## src/sv/bcm_pkg.sv

```systemverilog
// Package for block_color_mad: beat types, state enum and fixed constants.
package bcm_pkg;
	localparam int unsigned CHAN_W = 8;
	localparam int unsigned MAD_W = 15;
	localparam int unsigned CNT_OUT_W = 13;

	typedef struct packed {
		logic [CHAN_W-1:0] red;
		logic [CHAN_W-1:0] green;
		logic [CHAN_W-1:0] blue;
		logic              last;
	} pix_t;

	typedef struct packed {
		logic [MAD_W-1:0]     mad_q8;
		logic [CNT_OUT_W-1:0] pixel_count;
	} res_t;

	typedef enum logic [2:0] {
		ST_LOAD,
		ST_DIVM,
		ST_SCAN,
		ST_DIVT,
		ST_OUT
	} back_st_t;
endpackage

```

## src/sv/bcm_front.sv

```systemverilog
// Front end of block_color_mad: input skid queue of two pixel beats.
module bcm_front import bcm_pkg::*; (
	input  logic clk,
	input  logic arst_n,
	input  logic in_valid,
	output logic in_stall,
	input  pix_t in_data,
	output logic q_valid,
	input  logic q_take,
	output pix_t q_data
);
	pix_t       ent_q [2];
	logic       rd_q, wr_q;
	logic [1:0] cnt_q;
	logic       push;

	assign in_stall = cnt_q[1];
	assign push = in_valid && !in_stall;
	assign q_valid = cnt_q != 2'd0;
	assign q_data = ent_q[rd_q];

	always_ff @(posedge clk) begin
		if (push) begin
			ent_q[wr_q] <= in_data;
		end
	end

	always_ff @(posedge clk or negedge arst_n) begin
		if (!arst_n) begin
			rd_q <= 1'b0;
			wr_q <= 1'b0;
			cnt_q <= 2'd0;
		end else begin
			if (push) begin
				wr_q <= !wr_q;
			end
			if (q_take) begin
				rd_q <= !rd_q;
			end
			cnt_q <= cnt_q + {1'b0, push} - {1'b0, q_take};
		end
	end
endmodule

```

## config.mk

```make
export PLATFORM = sky130hd
export DESIGN_NAME = bcm_front
export DESIGN_NICKNAME = d
export VERILOG_FILES = /design/src/sv/bcm_pkg.sv /design/src/sv/bcm_front.sv
export SDC_FILE = /design/constraint.sdc
export NUM_CORES = 1
export LEC_CHECK = 0
export BUFFER_PORTS_ARGS = -buffer_cell sky130_fd_sc_hd__buf_2
export CORE_UTILIZATION = 51
export DETAILED_ROUTE_END_ITERATION = 6
export PLACE_DENSITY_LB_ADDON = 0.12
export SLEW_MARGIN = 10
export SYNTH_ARGS = -nofsm -noshare
export SYNTH_HDL_FRONTEND = slang
export SYNTH_SLANG_ARGS = --single-unit
```

## constraint.sdc

```tcl
create_clock -name clk -period 2.5 [get_ports clk]
set_clock_uncertainty 0.1 [all_clocks]
set_input_delay 0.125 -clock clk [delete_from_list [all_inputs] [get_ports clk]]
set_output_delay 0.125 -clock clk [all_outputs]
set_load 0.05 [all_outputs]
```

# Yosys cells after proc, flatten, opt, wreduce, memory -nomap -nowiden

Memories as Yosys holds them, arrays and structs flattened.
Index checks and enable logic that the tools add are counted.

Muxes and demuxes: 2
Reductions and logical operators: 5
Add/subtract/negate cells: 2

Operators by type and width:

| operator                                    | number |
|---|---|
| 1-bit zero test                             | 3 |
| 2-bit by 1-bit adder with 2-bit output      | 1 |
| 1-bit two-way mux                           | 2 |
| 2-bit nonzero test                          | 1 |
| 2-bit by 1-bit subtractor with 2-bit output | 1 |
| 1-bit logical AND                           | 1 |

Bits in registers: 4
Output and inout port bits: 27
Bits of input ports: 29
Bits in writable memories: 50
Memories: 1

Memory list:

| memory | depth | bits a word | rd ports | clocked after Yosys merged registers in | wr ports | line            | text |
|---|---|---|---|---|---|---|---|
| ent_q  | 2     | 25          | 1        | 0                                       | 1        | bcm_front.sv:12 | `pix_t ent_q [2];` |

# Depth between registers and ports, before layout

Depth after elaboration: 4
Mapped depth: 4
Mapped depth without buffers: 4

# Worst setup path before layout

No wires, ideal clock.

Kind: register -> register
Start point: reg cnt_q[1]
End point: mem ent_q[0][0] (netlist name) (enable)
Path slack: 0.036 ns
Required time: 1.993 ns
Stages on the path, launching flop included: 3
Buffers on the path: 0
Arrival time: 1.957 ns
Cell sequence: dfrtp_1 > nand2b_1 > nor2_1

Cells in the longest elaborated chain, start to end: 4

Ends and longest elaborated chain:

| element                                 | line            | text |
|---|---|---|
| start, declared                         | bcm_front.sv:14 | `logic [1:0] cnt_q;` |
| start signal, assigned                  | bcm_front.sv:40 | `cnt_q <= cnt_q + {1'b0, push} - {1'b0, q_take};` |
| 1-bit zero test                         | bcm_front.sv:18 | `assign push = in_valid && !in_stall;` |
| 1-bit logical AND                       | bcm_front.sv:18 |  |
| 1-bit two-way mux                       | bcm_front.sv:23 | `if (push) begin` |
| 1-bit two-way mux (not written as such) | bcm_front.sv:24 | `ent_q[wr_q] <= in_data;` |
| end, declared                           | bcm_front.sv:12 |  |

No other way between the ends.

==> results.toml <==
[outcome]
outcome = "finished, final reports clean"

[yosys]
ys_types = 15
synthSimpleGateAreaFrac = 0.0132
synth_seq_area_share = 0.765
synth-seq-cells = 54
synthesis.nets = 125
synth_xor_area_frac = 0.0167
synth_top_family_by_area = "multiplexers"
synth_compound_area_frac = 0.00239
syn_inst = 95
syn_avg_cell_area_um2 = 22.0
synth_fa_ha_area_frac = 0.00598
synthMuxAreaShare = 0.169
netlist_area_um2 = 2090
yosys_warnings = 0

[floorplanning]
rows = 22
die_x_um = 66.1
die_area_um2 = 4360
io_pins = 56
core_um2 = 3800
start_util = 0.551
die_y_um = 66.1

[critical_path]
worst_setup_path_end_kind = "output pin"
critPathLaunchType = "flip-flop"
r2r_setup_slack_ns = 0.73
cp_max_fo = 23
r2r_end = "ent_q[1][18]"
crit_required_ns = 2.28
r2r_cells = 3
cp_data_arrival_time_ns = 1.77
r2r-start = "cnt_q[1]"
crit_type = "flip-flop to output pin"

[route]
highest_layer = "met4"
drt-met1-wl_um = 1360
wirelength_um = 3280
drt-vias-per-instance = 4.75
met3_length_um = 137
route.detailed.drc = 0
routedWlPerCell_um = 14.0
drtIter0Drc = 65
vias = 1112
first_pass_iters = 4
dr_wl_met2_um = 1720
postRouteAntennaNets = 0

[clocking]
clkSinkCount = 54
cts_max_path_buffers = 2
tritoncts = "yes"
htreeDepth = 2
root_buffer = "clkbuf_8"
cts_buffers = 5
post_cts_buffers = 0
clock_latency_ns = 0.29
cts.clk_slew.worst_paths_ns = 0.08

[layout]
diodes = 0
mostFrequentLayoutCell = "buf_2"
final-instance-count-excl-fill = 234
final_area_um2 = 2780
nets = 215
utilization = 0.731
final_cell_mix = "buf_2 (55), edfxtp_1 (50), dlygate4sd3_1 (27), mux2_4 (19), mux2_2 (6)"
drive_gt1_frac = 0.500
regArea_um2 = 1600
num-fill-cells = 253
area_delta_synth_final_pct = 32.6
multi_input_area_um2 = 438

[global_routing]
antenna_found_initial = 0
grt_pass1_wl_um = 5300
grt_pass1_vias = 1150
gr-total-overflow = 0
grt_usage = 0.174
grt_max_degree = 24

[timing]
rsz0062_at_grt = "no"
fin_crit_ns = 1.99
slew_headroom = 0.635
finalSetupTns_ns = 0
maxClockFrequency_mhz = 502
tightest_slew_ns = 0.546
finalMaxSlewViolations = 0
setup_violations = 0
hold_viol = 0
whs_ns = 0.0605
finalCritPeriodShare = 0.796

[pwr]
sequentialPowerShare = 0.395
p_int_uw = 1910
leakage_uw = 0.00112
share_comb_of_total_power = 0.469
power-per-cell-area_nw_per_um2 = 1170
p_switching_uw = 1330
power_frac_clock = 0.136
ir_drop_mv = 0.785
swShare = 0.410

[hold_path]
hp-class = "input pin to asynchronous set/reset pin"

[placement]
placed_cell_area_um2 = 2420
io_buffer_count = 55
placed_cells = 199
dp_hpwl_um = 2090
place.gp.congestion = 0.598

[run]
cap_viol_max_count = 0
synthesized netlist by cell type:
cell | n | area [um^2]
buf_6 | 1 | 11.3
inv_1 | 2 | 7.51
nand2b_1 | 1 | 6.26
or2_2 | 1 | 6.26
edfxtp_1 | 50 | 1500
buf_12 | 2 | 40.0
xnor2_1 | 3 | 26.3
nor2_1 | 2 | 7.51
xor2_1 | 1 | 8.76
nor3b_1 | 1 | 7.51
ha_1 | 1 | 12.5
mux2_4 | 19 | 285
a21oi_1 | 1 | 5.00
dfrtp_1 | 4 | 100
mux2_2 | 6 | 67.6
cell families after synthesis:
group | after synthesis
adder cells (fa/ha/maj) | 1
flip-flops | 54
XOR/XNOR | 4
AO/OA/AOI/OAI | 1
multiplexers | 25
AND/OR/NAND/NOR | 5
buffers and inverters | 5
worst max path at each step:
| stage | to | startpoint | cells past startpoint | slack [ns] |
|---|---|---|---|---|
| after floorplan | ent_q[0][0] | cnt_q[1] | 2 | 0.04 |
| after global placement | ent_q[1][21] | cnt_q[1] | 3 | 0.83 |
| after detailed placement | ent_q[1][14] | cnt_q[1] | 3 | 0.71 |
| after CTS | q_data[0] | rd_q | 3 | 0.48 |
| after global routing | q_data[24] | rd_q | 3 | 0.41 |
| final | q_data[24] | rd_q | 3 | 0.51 |
layer usage:
layer / track usage / vias to the layer above
met2: 0.286 / 36
met1: 0.216 / 525
met3: 0.0310 / 7
li1: - / 544
met5: 0 / -
met4: 0.101 / 0
state kept, by name (all words and copies together), names as in the netlist:
register,count
ent_q,50
cnt_q,2
rd_q,1
wr_q,1
per-stage QoR:
step                      worst slack, ns  power (uW)
final                               0.510        3230
after global routing                0.412        3390
after CTS                           0.478        3270
after detailed placement            0.705        2790
after global placement              0.826        2770
after floorplan                    0.0363        2570
cell type report:
type                            count  share of cell area
Clock inverter                      2             0.00315
Sequential cell                    54               0.577
Tap cell                           48              0.0216
Inverter                            2             0.00270
Clock buffer                        6              0.0261
Timing Repair Buffer               86               0.212
Multi-Input combinational cell     36               0.158
critical path, stage by stage (launching register included):
cell and delay (ns):
dfrtp_1 0.46, buf_4 0.41, mux2_2 0.39, buf_2 0.21
power by group through the flow:
stage | logic, uW | registers [uW] | clock network, uW
floorplan | 1260 | 1300 | 0
detailed placement | 1490 | 1300 | 0
finish | 1520 | 1280 | 441
CTS | 1530 | 1280 | 460
global placement | 1480 | 1280 | 0
global route | 1600 | 1300 | 496
timing repair:
item,CTS,global route
hold buffers,27,0
resized for setup,0,0
endpoints found under the hold margin,55,0
Note: power is estimated with default switching activity, not from simulation.
